File: src/hdl/bpc_pkg.sv
// ----------------------------------------------------------------------------
// bpc_pkg
// Shared types and constants for the push-button press classifier.
// ----------------------------------------------------------------------------
package bpc_pkg;

    localparam int NUM_BUTTONS_DEF = 1;
    localparam int MAX_EVENTS      = 3;
    localparam int FIFO_DEPTH      = 4;

    localparam int CFG_IDX_W  = 3;
    localparam int CFG_DATA_W = 10;

    // register indexes
    localparam logic [CFG_IDX_W-1:0] CFG_DEBOUNCE     = 3'd0;
    localparam logic [CFG_IDX_W-1:0] CFG_LONG_HOLD    = 3'd1;
    localparam logic [CFG_IDX_W-1:0] CFG_VLONG_HOLD   = 3'd2;
    localparam logic [CFG_IDX_W-1:0] CFG_DOUBLE_WIN   = 3'd3;
    localparam logic [CFG_IDX_W-1:0] CFG_FIRST_PIN    = 3'd4;

    // register reset values
    localparam logic [7:0] DEBOUNCE_RST   = 8'd3;
    localparam logic [9:0] LONG_HOLD_RST  = 10'd100;
    localparam logic [9:0] VLONG_HOLD_RST = 10'd300;
    localparam logic [9:0] DOUBLE_WIN_RST = 10'd50;
    localparam logic [2:0] FIRST_PIN_RST  = 3'd4;
    localparam logic [7:0] LEVELS_RST     = 8'hFF;

    // input action codes
    localparam logic ACT_TICK = 1'b0;
    localparam logic ACT_EDGE = 1'b1;

    // event codes
    localparam logic [2:0] EV_SHORT           = 3'd0;
    localparam logic [2:0] EV_DOUBLE          = 3'd1;
    localparam logic [2:0] EV_LONG_HOLD       = 3'd2;
    localparam logic [2:0] EV_LONG_PRESS      = 3'd3;
    localparam logic [2:0] EV_VERY_LONG_HOLD  = 3'd4;
    localparam logic [2:0] EV_VERY_LONG_PRESS = 3'd5;

    typedef enum logic [1:0] {
        PH_IDLE,
        PH_UNDER_LONG,
        PH_PAST_LONG,
        PH_PAST_VERY_LONG
    } t_hold_phase;

    typedef struct packed {
        logic       action;
        logic [7:0] pins;
    } t_in_item;

    typedef struct packed {
        logic [2:0] button;
        logic [2:0] event_res;
        logic       last;
    } t_out_item;

    typedef struct packed {
        logic [1:0]                     count;
        t_out_item [MAX_EVENTS-1:0]     item;
    } t_evt_bundle;

endpackage

File: src/hdl/bpc_core.sv
// ----------------------------------------------------------------------------
// bpc_core
// Configuration, debounce and per-button timers; produces up to three events
// for each transaction it is given.
// ----------------------------------------------------------------------------
module bpc_core #(
    parameter int NUM_BUTTONS = bpc_pkg::NUM_BUTTONS_DEF
) (
    input  logic                              i_clk,
    input  logic                              i_rst_n,
    input  logic                              i_cfg_we,
    input  logic [bpc_pkg::CFG_IDX_W-1:0]     i_cfg_index,
    input  logic [bpc_pkg::CFG_DATA_W-1:0]    i_cfg_data,
    input  logic                              i_go,
    input  bpc_pkg::t_in_item                 i_item,
    output bpc_pkg::t_evt_bundle              o_events
);

    localparam int N_SLOTS = 3 * NUM_BUTTONS;

    logic [7:0] r_deb_ticks;
    logic [9:0] r_long_ticks;
    logic [9:0] r_vlong_ticks;
    logic [9:0] r_dwin_ticks;
    logic [2:0] r_first_pin;

    logic [7:0] r_acc_levels, n_acc_levels;
    logic [7:0] r_edge_sample, n_edge_sample;
    logic [7:0] r_deb_cnt, n_deb_cnt;
    logic       r_deb_run, n_deb_run;

    bpc_pkg::t_hold_phase r_phase [NUM_BUTTONS];
    bpc_pkg::t_hold_phase n_phase [NUM_BUTTONS];
    logic [9:0] r_hold_cnt [NUM_BUTTONS];
    logic [9:0] n_hold_cnt [NUM_BUTTONS];
    logic       r_hold_run [NUM_BUTTONS];
    logic       n_hold_run [NUM_BUTTONS];
    logic       r_dbl_pend [NUM_BUTTONS];
    logic       n_dbl_pend [NUM_BUTTONS];
    logic [9:0] r_dbl_cnt  [NUM_BUTTONS];
    logic [9:0] n_dbl_cnt  [NUM_BUTTONS];
    logic       r_dbl_run  [NUM_BUTTONS];
    logic       n_dbl_run  [NUM_BUTTONS];

    logic [N_SLOTS-1:0] slot_v;
    logic [2:0]         slot_ev  [N_SLOTS];
    logic [2:0]         slot_btn [N_SLOTS];

    logic       deb_fire;
    logic [7:0] changed;

    // configuration registers
    always_ff @(posedge i_clk) begin
        if (!i_rst_n) begin
            r_deb_ticks   <= bpc_pkg::DEBOUNCE_RST;
            r_long_ticks  <= bpc_pkg::LONG_HOLD_RST;
            r_vlong_ticks <= bpc_pkg::VLONG_HOLD_RST;
            r_dwin_ticks  <= bpc_pkg::DOUBLE_WIN_RST;
            r_first_pin   <= bpc_pkg::FIRST_PIN_RST;
        end else if (i_cfg_we) begin
            unique case (i_cfg_index)
                bpc_pkg::CFG_DEBOUNCE:   r_deb_ticks   <= i_cfg_data[7:0];
                bpc_pkg::CFG_LONG_HOLD:  r_long_ticks  <= i_cfg_data[9:0];
                bpc_pkg::CFG_VLONG_HOLD: r_vlong_ticks <= i_cfg_data[9:0];
                bpc_pkg::CFG_DOUBLE_WIN: r_dwin_ticks  <= i_cfg_data[9:0];
                bpc_pkg::CFG_FIRST_PIN:  r_first_pin   <= i_cfg_data[2:0];
                default: ;
            endcase
        end
    end

    // debounce path
    always_comb begin
        n_acc_levels  = r_acc_levels;
        n_edge_sample = r_edge_sample;
        n_deb_cnt     = r_deb_cnt;
        n_deb_run     = r_deb_run;
        deb_fire      = 1'b0;
        changed       = '0;
        if (i_go) begin
            if (i_item.action == bpc_pkg::ACT_EDGE) begin
                n_edge_sample = i_item.pins;
                n_deb_cnt     = r_deb_ticks;
                n_deb_run     = 1'b1;
            end else if (r_deb_run) begin
                if (r_deb_cnt <= 8'd1) begin
                    n_deb_run    = 1'b0;
                    n_deb_cnt    = '0;
                    deb_fire     = 1'b1;
                    changed      = (i_item.pins ^ r_acc_levels) &
                                   ~(i_item.pins ^ r_edge_sample);
                    n_acc_levels = i_item.pins;
                end else begin
                    n_deb_cnt = r_deb_cnt - 8'd1;
                end
            end
        end
    end

    // per-button timers and press tracking
    always_comb begin
        logic [3:0] pos;
        logic       tick;
        for (int b = 0; b < NUM_BUTTONS; b++) begin
            n_phase[b]    = r_phase[b];
            n_hold_cnt[b] = r_hold_cnt[b];
            n_hold_run[b] = r_hold_run[b];
            n_dbl_pend[b] = r_dbl_pend[b];
            n_dbl_cnt[b]  = r_dbl_cnt[b];
            n_dbl_run[b]  = r_dbl_run[b];
        end
        for (int s = 0; s < N_SLOTS; s++) begin
            slot_v[s]   = 1'b0;
            slot_ev[s]  = bpc_pkg::EV_SHORT;
            slot_btn[s] = '0;
        end
        tick = i_go && (i_item.action == bpc_pkg::ACT_TICK);
        pos  = '0;
        for (int b = 0; b < NUM_BUTTONS; b++) begin
            slot_btn[2*b]             = 3'(b);
            slot_btn[2*b+1]           = 3'(b);
            slot_btn[2*NUM_BUTTONS+b] = 3'(b);
            if (tick) begin
                // hold timer
                if (n_hold_run[b]) begin
                    if (n_hold_cnt[b] <= 10'd1) begin
                        n_hold_run[b] = 1'b0;
                        n_hold_cnt[b] = '0;
                        if (n_phase[b] == bpc_pkg::PH_UNDER_LONG) begin
                            slot_v[2*b]   = 1'b1;
                            slot_ev[2*b]  = bpc_pkg::EV_LONG_HOLD;
                            n_hold_cnt[b] = r_vlong_ticks;
                            n_hold_run[b] = 1'b1;
                            n_phase[b]    = bpc_pkg::PH_PAST_LONG;
                        end else if (n_phase[b] == bpc_pkg::PH_PAST_LONG) begin
                            slot_v[2*b]  = 1'b1;
                            slot_ev[2*b] = bpc_pkg::EV_VERY_LONG_HOLD;
                            n_phase[b]   = bpc_pkg::PH_PAST_VERY_LONG;
                        end
                    end else begin
                        n_hold_cnt[b] = n_hold_cnt[b] - 10'd1;
                    end
                end
                // double-press window
                if (n_dbl_run[b]) begin
                    if (n_dbl_cnt[b] <= 10'd1) begin
                        n_dbl_run[b]    = 1'b0;
                        n_dbl_cnt[b]    = '0;
                        n_dbl_pend[b]   = 1'b0;
                        n_phase[b]      = bpc_pkg::PH_IDLE;
                        slot_v[2*b+1]   = 1'b1;
                        slot_ev[2*b+1]  = bpc_pkg::EV_SHORT;
                    end else begin
                        n_dbl_cnt[b] = n_dbl_cnt[b] - 10'd1;
                    end
                end
                // debounced level change
                pos = {1'b0, r_first_pin} + 4'(b);
                if (deb_fire && !pos[3] && changed[pos[2:0]]) begin
                    if (!i_item.pins[pos[2:0]]) begin
                        n_phase[b]    = bpc_pkg::PH_UNDER_LONG;
                        n_hold_cnt[b] = r_long_ticks;
                        n_hold_run[b] = 1'b1;
                    end else begin
                        n_hold_run[b] = 1'b0;
                        n_hold_cnt[b] = '0;
                        unique case (n_phase[b])
                            bpc_pkg::PH_UNDER_LONG: begin
                                if (!n_dbl_pend[b]) begin
                                    n_dbl_pend[b] = 1'b1;
                                    n_dbl_cnt[b]  = r_dwin_ticks;
                                    n_dbl_run[b]  = 1'b1;
                                end else begin
                                    n_dbl_pend[b] = 1'b0;
                                    n_dbl_run[b]  = 1'b0;
                                    n_dbl_cnt[b]  = '0;
                                    slot_v[2*NUM_BUTTONS+b]  = 1'b1;
                                    slot_ev[2*NUM_BUTTONS+b] = bpc_pkg::EV_DOUBLE;
                                end
                            end
                            bpc_pkg::PH_PAST_LONG: begin
                                slot_v[2*NUM_BUTTONS+b]  = 1'b1;
                                slot_ev[2*NUM_BUTTONS+b] = bpc_pkg::EV_LONG_PRESS;
                            end
                            bpc_pkg::PH_PAST_VERY_LONG: begin
                                slot_v[2*NUM_BUTTONS+b]  = 1'b1;
                                slot_ev[2*NUM_BUTTONS+b] = bpc_pkg::EV_VERY_LONG_PRESS;
                            end
                            default: ;
                        endcase
                        n_phase[b] = bpc_pkg::PH_IDLE;
                    end
                end
            end
        end
    end

    // pick the first three events in order
    always_comb begin
        logic [1:0] k;
        k = '0;
        o_events = '0;
        for (int s = 0; s < N_SLOTS; s++) begin
            if (slot_v[s] && (k != 2'd3)) begin
                o_events.item[k].button    = slot_btn[s];
                o_events.item[k].event_res = slot_ev[s];
                k = k + 2'd1;
            end
        end
        for (int j = 0; j < bpc_pkg::MAX_EVENTS; j++) begin
            o_events.item[j].last = (2'(j) + 2'd1 == k);
        end
        o_events.count = k;
    end

    always_ff @(posedge i_clk) begin
        if (!i_rst_n) begin
            r_acc_levels  <= bpc_pkg::LEVELS_RST;
            r_edge_sample <= bpc_pkg::LEVELS_RST;
            r_deb_cnt     <= '0;
            r_deb_run     <= 1'b0;
            for (int b = 0; b < NUM_BUTTONS; b++) begin
                r_phase[b]    <= bpc_pkg::PH_IDLE;
                r_hold_cnt[b] <= '0;
                r_hold_run[b] <= 1'b0;
                r_dbl_pend[b] <= 1'b0;
                r_dbl_cnt[b]  <= '0;
                r_dbl_run[b]  <= 1'b0;
            end
        end else begin
            r_acc_levels  <= n_acc_levels;
            r_edge_sample <= n_edge_sample;
            r_deb_cnt     <= n_deb_cnt;
            r_deb_run     <= n_deb_run;
            for (int b = 0; b < NUM_BUTTONS; b++) begin
                r_phase[b]    <= n_phase[b];
                r_hold_cnt[b] <= n_hold_cnt[b];
                r_hold_run[b] <= n_hold_run[b];
                r_dbl_pend[b] <= n_dbl_pend[b];
                r_dbl_cnt[b]  <= n_dbl_cnt[b];
                r_dbl_run[b]  <= n_dbl_run[b];
            end
        end
    end

endmodule

File: src/hdl/button_press_classifier.sv
// ----------------------------------------------------------------------------
// button_press_classifier
// Debounced active-low push-button classifier: short, double, long and very
// long presses and holds.
// ----------------------------------------------------------------------------
// Each transaction is held in an input register, where it is classified;
// its events (zero to three) go into a four-entry result queue that drains one
// event per cycle while the output is not stalled. An item leaves the input
// register only while the queue holds at most one event. With an empty queue,
// the first event passes through the input register and then the result queue
// before it is offered. The result queue sets the sustained rate.
module button_press_classifier #(
    parameter int NUM_BUTTONS = bpc_pkg::NUM_BUTTONS_DEF
) (
    input  logic                              i_clk,
    input  logic                              i_rst_n,
    input  logic                              i_cfg_we,
    input  logic [bpc_pkg::CFG_IDX_W-1:0]     i_cfg_index,
    input  logic [bpc_pkg::CFG_DATA_W-1:0]    i_cfg_data,
    input  logic                              i_in_valid,
    output logic                              o_in_stall,
    input  bpc_pkg::t_in_item                 i_in_data,
    output logic                              o_out_valid,
    input  logic                              i_out_stall,
    output bpc_pkg::t_out_item                o_out_data
);

    localparam int PTR_W = $clog2(bpc_pkg::FIFO_DEPTH);
    localparam int CNT_W = PTR_W + 1;

    logic              r_in_valid;
    bpc_pkg::t_in_item r_in_item;
    logic              go;
    logic              in_acc;
    logic              out_pop;

    bpc_pkg::t_evt_bundle events;

    bpc_pkg::t_out_item r_fifo [bpc_pkg::FIFO_DEPTH];
    logic [PTR_W-1:0]   r_wr_ptr;
    logic [PTR_W-1:0]   r_rd_ptr;
    logic [CNT_W-1:0]   r_cnt;
    logic [CNT_W-1:0]   push_n;

    assign go          = r_in_valid && (r_cnt <= CNT_W'(1));
    assign o_in_stall  = r_in_valid && !go;
    assign in_acc      = i_in_valid && !o_in_stall;
    assign o_out_valid = (r_cnt != '0);
    assign out_pop     = o_out_valid && !i_out_stall;
    assign o_out_data  = r_fifo[r_rd_ptr];
    assign push_n      = go ? CNT_W'(events.count) : '0;

    bpc_core #(
        .NUM_BUTTONS(NUM_BUTTONS)
    ) u_core (
        .i_clk      (i_clk),
        .i_rst_n    (i_rst_n),
        .i_cfg_we   (i_cfg_we),
        .i_cfg_index(i_cfg_index),
        .i_cfg_data (i_cfg_data),
        .i_go       (go),
        .i_item     (r_in_item),
        .o_events   (events)
    );

    always_ff @(posedge i_clk) begin
        if (!i_rst_n) begin
            r_in_valid <= 1'b0;
        end else if (in_acc) begin
            r_in_valid <= 1'b1;
        end else if (go) begin
            r_in_valid <= 1'b0;
        end
    end

    always_ff @(posedge i_clk) begin
        if (in_acc) begin
            r_in_item <= i_in_data;
        end
    end

    always_ff @(posedge i_clk) begin
        if (!i_rst_n) begin
            r_wr_ptr <= '0;
            r_rd_ptr <= '0;
            r_cnt    <= '0;
        end else begin
            r_wr_ptr <= r_wr_ptr + push_n[PTR_W-1:0];
            if (out_pop) begin
                r_rd_ptr <= r_rd_ptr + PTR_W'(1);
            end
            r_cnt <= r_cnt + push_n - (out_pop ? CNT_W'(1) : CNT_W'(0));
        end
    end

    always_ff @(posedge i_clk) begin
        for (int k = 0; k < bpc_pkg::MAX_EVENTS; k++) begin
            if (go && (CNT_W'(k) < push_n)) begin
                r_fifo[r_wr_ptr + PTR_W'(k)] <= events.item[k];
            end
        end
    end

    a_cnt_bound: assert property (@(posedge i_clk) disable iff (!i_rst_n)
        r_cnt <= CNT_W'(bpc_pkg::FIFO_DEPTH))
        else $error("result queue overfilled");

    a_last_marked: assert property (@(posedge i_clk) disable iff (!i_rst_n)
        go && (events.count != 2'd0) |->
            (events.count == 2'd1 && events.item[0].last) ||
            (events.count == 2'd2 && events.item[1].last) ||
            (events.count == 2'd3 && events.item[2].last))
        else $error("final event of a transaction not marked last");

    a_event_code: assert property (@(posedge i_clk) disable iff (!i_rst_n)
        o_out_valid |-> o_out_data.event_res <= bpc_pkg::EV_VERY_LONG_PRESS)
        else $error("undefined event code on output");

    a_item_held: assert property (@(posedge i_clk) disable iff (!i_rst_n)
        r_in_valid && !go |=> r_in_valid && $stable(r_in_item))
        else $error("held input transaction lost");

endmodule
File: config.mk
export PLATFORM = sky130hd
export DESIGN_NAME = button_press_classifier
export DESIGN_NICKNAME = d
export VERILOG_FILES = /design/src/hdl/bpc_pkg.sv /design/src/hdl/bpc_core.sv /design/src/hdl/button_press_classifier.sv
export SDC_FILE = /design/constraint.sdc
export NUM_CORES = 1
export LEC_CHECK = 0
export ABC_AREA = 1
export BUFFER_PORTS_ARGS = -buffer_cell sky130_fd_sc_hd__buf_4
export CAP_MARGIN = 20
export CORE_MARGIN = 2
export CORE_UTILIZATION = 30
export CTS_CLUSTER_DIAMETER = 40
export CTS_CLUSTER_SIZE = 20
export DETAILED_ROUTE_END_ITERATION = 10
export PLACE_DENSITY = 0.48
export SETUP_SLACK_MARGIN = 0.15
export SLEW_MARGIN = 20
export SYNTH_ARGS = -nofsm -noshare
export SYNTH_HDL_FRONTEND = slang
export SYNTH_HIERARCHICAL = 1
export SYNTH_SLANG_ARGS = --single-unit
File: constraint.sdc
create_clock -name i_clk -period 4.5 [get_ports i_clk]
set_input_delay 0.225 -clock i_clk [delete_from_list [all_inputs] [get_ports i_clk]]
set_output_delay 0.225 -clock i_clk [all_outputs]
set_load 0.1 [all_outputs]
# [After elaboration in Yosys (flattened, before gate mapping)]
# Memories as Yosys holds them, arrays and structs flattened. A register that Yosys moved wholly into a read port is not among the register bits.
# Cells that the tools add are included.
[op_classes] addsub=11 n_lt_le_gt_ge=12 n_eq_ne=14 n_mux=128 bitwise=5 reduce_logical=36
[ops] op="10-bit two-way mux" n=15
[ops] op="21-bit bitwise mux" n=4
[ops] op="1-bit two-way mux" n=62
[ops] op="7-bit demux with 2-bit select" n=4
[ops] op="8-bit two-way mux" n=7
[ops] op="21-bit two-way mux" n=2
[ops] op="2-bit two-way mux" n=16
[ops] op="3-bit two-way mux" n=8
[ops] op="7-bit two-way mux" n=3
[ops] op="10-bit by 1-bit <= comparator with 1-bit output (second input constant)" n=2
[ops] op="10-bit OR reduction" n=2
[ops] op="10-bit by 1-bit subtractor with 10-bit output (second input constant)" n=2
[ops] op="8-bit XOR" n=2
[ops] op="2-bit AND reduction" n=7
[ops] op="1-bit logical AND" n=13
[ops] op="9-bit two-way mux" n=1
[ops] op="3-bit one-hot mux with 3 select lines" n=1
[ops] op="8-bit bitwise AND" n=1
[ops] op="8-bit by 1-bit <= comparator with 1-bit output (second input constant)" n=1
[ops] op="4-bit two-way mux" n=2
[ops] op="8-bit inverter" n=1
[ops] op="8-bit by 1-bit subtractor with 8-bit output (second input constant)" n=1
[ops] op="7-bit OR reduction" n=1
[ops] op="2-bit by 1-bit adder with 2-bit output (second input constant)" n=3
[ops] op="32 further kinds" n=45
[totals] ff_bits=83 ramBits=53 in_bits=27 out_inout_bits=9 elab_cells=228 memories=7
[memory_table] memory="r_fifo" words=4 width=7 rd=1 rd_ports_with_merged_regs=1 write_ports=2 line_no="button_press_classifier.sv:39" source="bpc_pkg::t_out_item r_fifo [bpc_pkg::FIFO_DEPTH];"
[memory_table] memory="u_core.r_dbl_cnt" words=1 width=10 rd=1 rd_ports_with_merged_regs=0 write_ports=1 line_no="bpc_core.sv:40" source="logic [9:0] r_dbl_cnt [NUM_BUTTONS];"
[memory_table] memory="u_core.r_hold_cnt" words=1 width=10 rd=1 rd_ports_with_merged_regs=0 write_ports=1 line_no="bpc_core.sv:34" source="logic [9:0] r_hold_cnt [NUM_BUTTONS];"
[memory_table] memory="u_core.r_phase" words=1 width=2 rd=1 rd_ports_with_merged_regs=0 write_ports=1 line_no="bpc_core.sv:32" source="bpc_pkg::t_hold_phase r_phase [NUM_BUTTONS];"
[memory_table] memory="u_core.r_dbl_pend" words=1 width=1 rd=1 rd_ports_with_merged_regs=0 write_ports=1 line_no="bpc_core.sv:38" source="logic r_dbl_pend [NUM_BUTTONS];"
[memory_table] memory="u_core.r_dbl_run" words=1 width=1 rd=1 rd_ports_with_merged_regs=0 write_ports=1 line_no="bpc_core.sv:42" source="logic r_dbl_run [NUM_BUTTONS];"
[memory_table] memory="+1 memories"

# [Depth between registers and ports, before layout]
# An unclocked memory read counts as a cell.
[logic_depth] depth_word=29 mapped_depth=29 depth_no_buf=27

# [Cells and area by module]
# Netlist, hierarchy kept.
[modules_own_cells] mod="bpc_core" n_inst=1 cells_each=782 area_per_inst_um2=5123.7 seq_area_each_um2=1821.7
[modules_own_cells] mod="button_press_classifier" n_inst=1 cells_each=321 area_per_inst_um2=2595.0 seq_area_each_um2=1311.3

# [Least setup slack after synthesis]
# OpenSTA, ideal clock, no wires.
[synth_timing] kind="register to register" from="reg r_in_valid" to="reg r_cnt[2]" setup_time_ps=116 arrival_time_ps=4076 required_ps=4384 setup_slack_ps=308 stages_incl_launch_ff=27 n_path_buf=2 period_less_slack_ps=4192 path_cell_list="dfxtp_1 inv_1 nor3_1 inv_1 nor2_1 clkinv_1 clkbuf_1 nor2_1 inv_1 ha_1 nand2_1 inv_1 nor2_4 nand2_2 nand2_1 nand2_2 inv_2 buf_2 nand2_1 ha_1 inv_1 ha_1 inv_1 fa_1 xor2_1 inv_1 nor2_1"
[synth_lines] item="start: declaration" line_no="button_press_classifier.sv:31" source="logic r_in_valid;"
[synth_lines] item="start signal: assignment" line_no="button_press_classifier.sv:68" source="r_in_valid <= 1'b0;"
[synth_lines] item="start signal: assignment" line_no="button_press_classifier.sv:70" source="r_in_valid <= 1'b1;"
[synth_lines] item="start signal: assignment" line_no="button_press_classifier.sv:72" source="r_in_valid <= 1'b0;"
[synth_lines] item="end signal: assignment" line_no="button_press_classifier.sv:92" source="r_cnt <= r_cnt + push_n - (out_pop ? CNT_W'(1) : CNT_W'(0));"
[synth_lines] item="end: declaration" line_no="button_press_classifier.sv:42" source="logic [CNT_W-1:0] r_cnt;"

==> summary.txt <==
Status
  • Outcome: complete, no violations

STA
  • Actual slew at the worst max-slew pin: 0.947 ns
  • F_max: 253 MHz
  • Unrepaired setup endpoints after global routing: false
  • Min cycle time layout: 3.96 ns
  • Post-route clock period utilization: 0.880
  • Worst Clk Skew: 0.0139 ns
  • Hold slack: 0.0387 ns
  • Final hold vios: 0
  • Final Max Slew Viols: 0
  • Setup TNS Final: 0 ns
  • Slew Limit Headroom: 0.366
  • Final setup viols: 0

Finish
  • Area grow syn2layout: 15.9%
  • Share of layout cells above drive strength 1: 0.104
  • Final Util: 0.354
  • # fillers: 2748
  • Nets@finish: 1189
  • Finished Layout Cells: 1487
  • Diodes inserted: 0
  • Final instance area: 8950 um^2

Synthesis
  • Post-synth top flop: dfxtp_1
  • Yosys warning count: 6
  • Share of the synthesized area in the top cell type: 0.262
  • Post-synthesis register bit count: 138
  • Seq/Total Area, Yosys: 0.406
  • Top-count cell post-synth: nand2_1
  • Post-synth top area cell: dfxtp_1
  • Post-synth EDFFs: 37
  • Post-Syn Area: 7720 um^2
  • Commonest cells in the netlist: nand2_1, nor2_1, inv_1, dfxtp_1, nand3_1
  • Synth cell types: 47
  • Largest cells by area after synthesis: dfxtp_1, nand2_1, edfxtp_1
  • Syn Inst Count: 1103
  • Post-synth ARST share: 0
  • Mean Syn Cell Area: 7.00 um^2

Power
  • Leakage power: 4.21 nW
  • Power density over cell area: 397 nW/um^2
  • Peak VDD IR: 0.279 mV

Floorplanning
  • # IOs: 36
  • Initial Util: 0.306
  • Core ar.: 25300 um^2
  • Standard-cell rows: 58
  • Die span in y: 164 um
  • Die W: 164 um
  • Die area: 27000 um^2

Clock network
  • Htree depth: 4
  • CTS tree: built
  • Clk slew on worst S/H paths: 0.06 ns
  • Clk root buf: clkbuf_16
  • CTS Buffer Depth: 2
  • Setup bufs post-CTS: 0
  • CTS sink count: 138
  • Num CTS Buffers: 17
  • Clk_lat worst skew: 0.44 ns

Place
  • Number of buffers added on ports: 35
  • Hpwl dp: 14300 um
  • Final GP Congestion: 0.816
  • Placed cell areas: 8280 um^2
  • # placed instances: 1446

Drt
  • DR iter-0 viols: 475
  • Final ANT Viol Nets: 0
  • Average wire per standard cell: 13.4 um
  • DRC violations left: 0
  • Vias/cell: 4.67
  • Routed WL: 19900 um
  • Initial DRT Pass Iterations: 7
  • Vias: 6943

Worst setup path
  • Worst Path Max Fanout: 14
  • Critical Path Start Type: flop
  • CP Capture Type: flop
  • Worst EP required: 4.81 ns
  • Signal arrival time at the worst endpoint: 4.27 ns
  • WS Path Type: reg -> reg

Global route
  • Wire length of the first global-routing pass: 33800 um
  • Largest net degree at the start of global routing: 80
  • Grt ovf: 0
  • Initial antenna violation count: 0
  • Number of global-route vias before repair: 6643
  • Overall Global Routing Usage: 0.157

Min path
  • Worst hold path type: in -> reg

Job
  • MaxCap Viol Count: 0
## registers in the layout, indices dropped and copies added (netlist names), 2 cells and up, named ones only
name	cells
r_rd_ptr	2
u_core/r_edge_sample	8
r_fifo	28
u_core/r_deb_cnt	8
u_core/r_deb_ticks	8
u_core/r_acc_levels	8
u_core/r_long_ticks	10
u_core/r_vlong_ticks	10
u_core/r_phase	2
r_cnt	3
r_wr_ptr	2
u_core/r_hold_cnt	10
r_in_item	9
u_core/r_dbl_cnt	10
u_core/r_first_pin	3
u_core/r_dwin_ticks	10
## cell families (layout without fill, tap and decap cells)
family,count (synthesis),in the layout,share of synthesized area
other,1,9,0.000486
DFF,138,138,0.406
AOI/OAI and AO/OA,168,168,0.122
xor gates and xnor gates,11,11,0.0125
and+or+nand+nor,587,587,0.331
adders and majority gates,18,18,0.0302
buffers and inverters,180,226,0.0974
## per-stage QoR
stage | total power [W] | setup slack, ns
global route | 0.00373 | 0.178
CTS | 0.00359 | 0.374
finish | 0.00356 | 0.540
floorplan | 0.00201 | 0.308
detailed placement | 0.00219 | 0.399
global placement | 0.00219 | 0.517
## power breakdown
part | switching (W) | leakage, nW | internal [W]
Sequential | 0.0000689 | 1.16 | 0.00134
Combinational | 0.000539 | 2.77 | 0.000219
Clock | 0.000640 | 0.277 | 0.000746
Total | 0.00125 | 4.21 | 0.00231
## worst paths after layout
kind	start	to	slack (ns)	cells after the start
max	r_in_valid	r_cnt[2]	0.54	24
min	i_in_valid	r_in_valid	0.04	3
max reg2reg	r_in_valid	r_cnt[2]	0.54	24
min reg2reg	u_core/r_vlong_ticks[3]	u_core/r_vlong_ticks[3]	0.46	2
## critical path, cell delays in order, from the launching register on
cell     delay [ns]
dfxtp_1        0.46
inv_1          0.09
nor3_1         0.14
buf_4          0.16
inv_1          0.05
nor2_1         0.13
buf_4          0.22
nand4_1        0.20
ha_1           0.39
nand2_1        0.07
inv_1          0.06
nor2_4         0.17
nand2_2        0.10
nand2_1        0.08
nand2_2        0.07
inv_2          0.18
nand2_1        0.13
ha_1           0.28
inv_1          0.05
ha_1           0.12
inv_1          0.04
fa_1           0.37
xor2_1         0.17
inv_1          0.06
nor2_1         0.03
## timing repair
action,in CTS,in global routing
endpoints found under the hold margin,9,0
hold buffers,9,0
endpoints found under the setup margin,0,9
gates resized for setup,0,3
## metal layers
metal,part of all wire,GRT usage,vias up
met3,0.036,0.0286,21
met2,0.45,0.255,114
met1,0.51,0.215,3177
met5,0,0,-
li1,-,-,3631
met4,0.011,0.0431,0
## final cells by class
class / instances / area, um^2 / share of cell area
clock buffer: 18 / 439 / 0.0491
sequential: 138 / 3130 / 0.350
multi-input combinational: 793 / 3870 / 0.433
timing repair buffer: 54 / 428 / 0.0478
tap: 330 / 413 / 0.0461
clock inverter: 14 / 128 / 0.0143
inverter: 140 / 533 / 0.0596
## layout by cell type, fill, tap and decap left out, drive strengths merged, types with 2 or more instances in the layout
master,count
nand2,317
nor2,142
inv,141
nand3,102
dfxtp,101
o21ai,86
buf,45
a21oi,41
edfxtp,37
o211ai,22
clkbuf,18
ha,17
nor3,11
clkinv,11
o22ai,9
dlygate4sd3,9
conb,9
nand4,9
xor2,6
xnor2,5
a31oi,3
clkinvlp,2
or2,2
a221oi,2
a211oi,2
No activity file was read; power rests on OpenSTA's default activity.
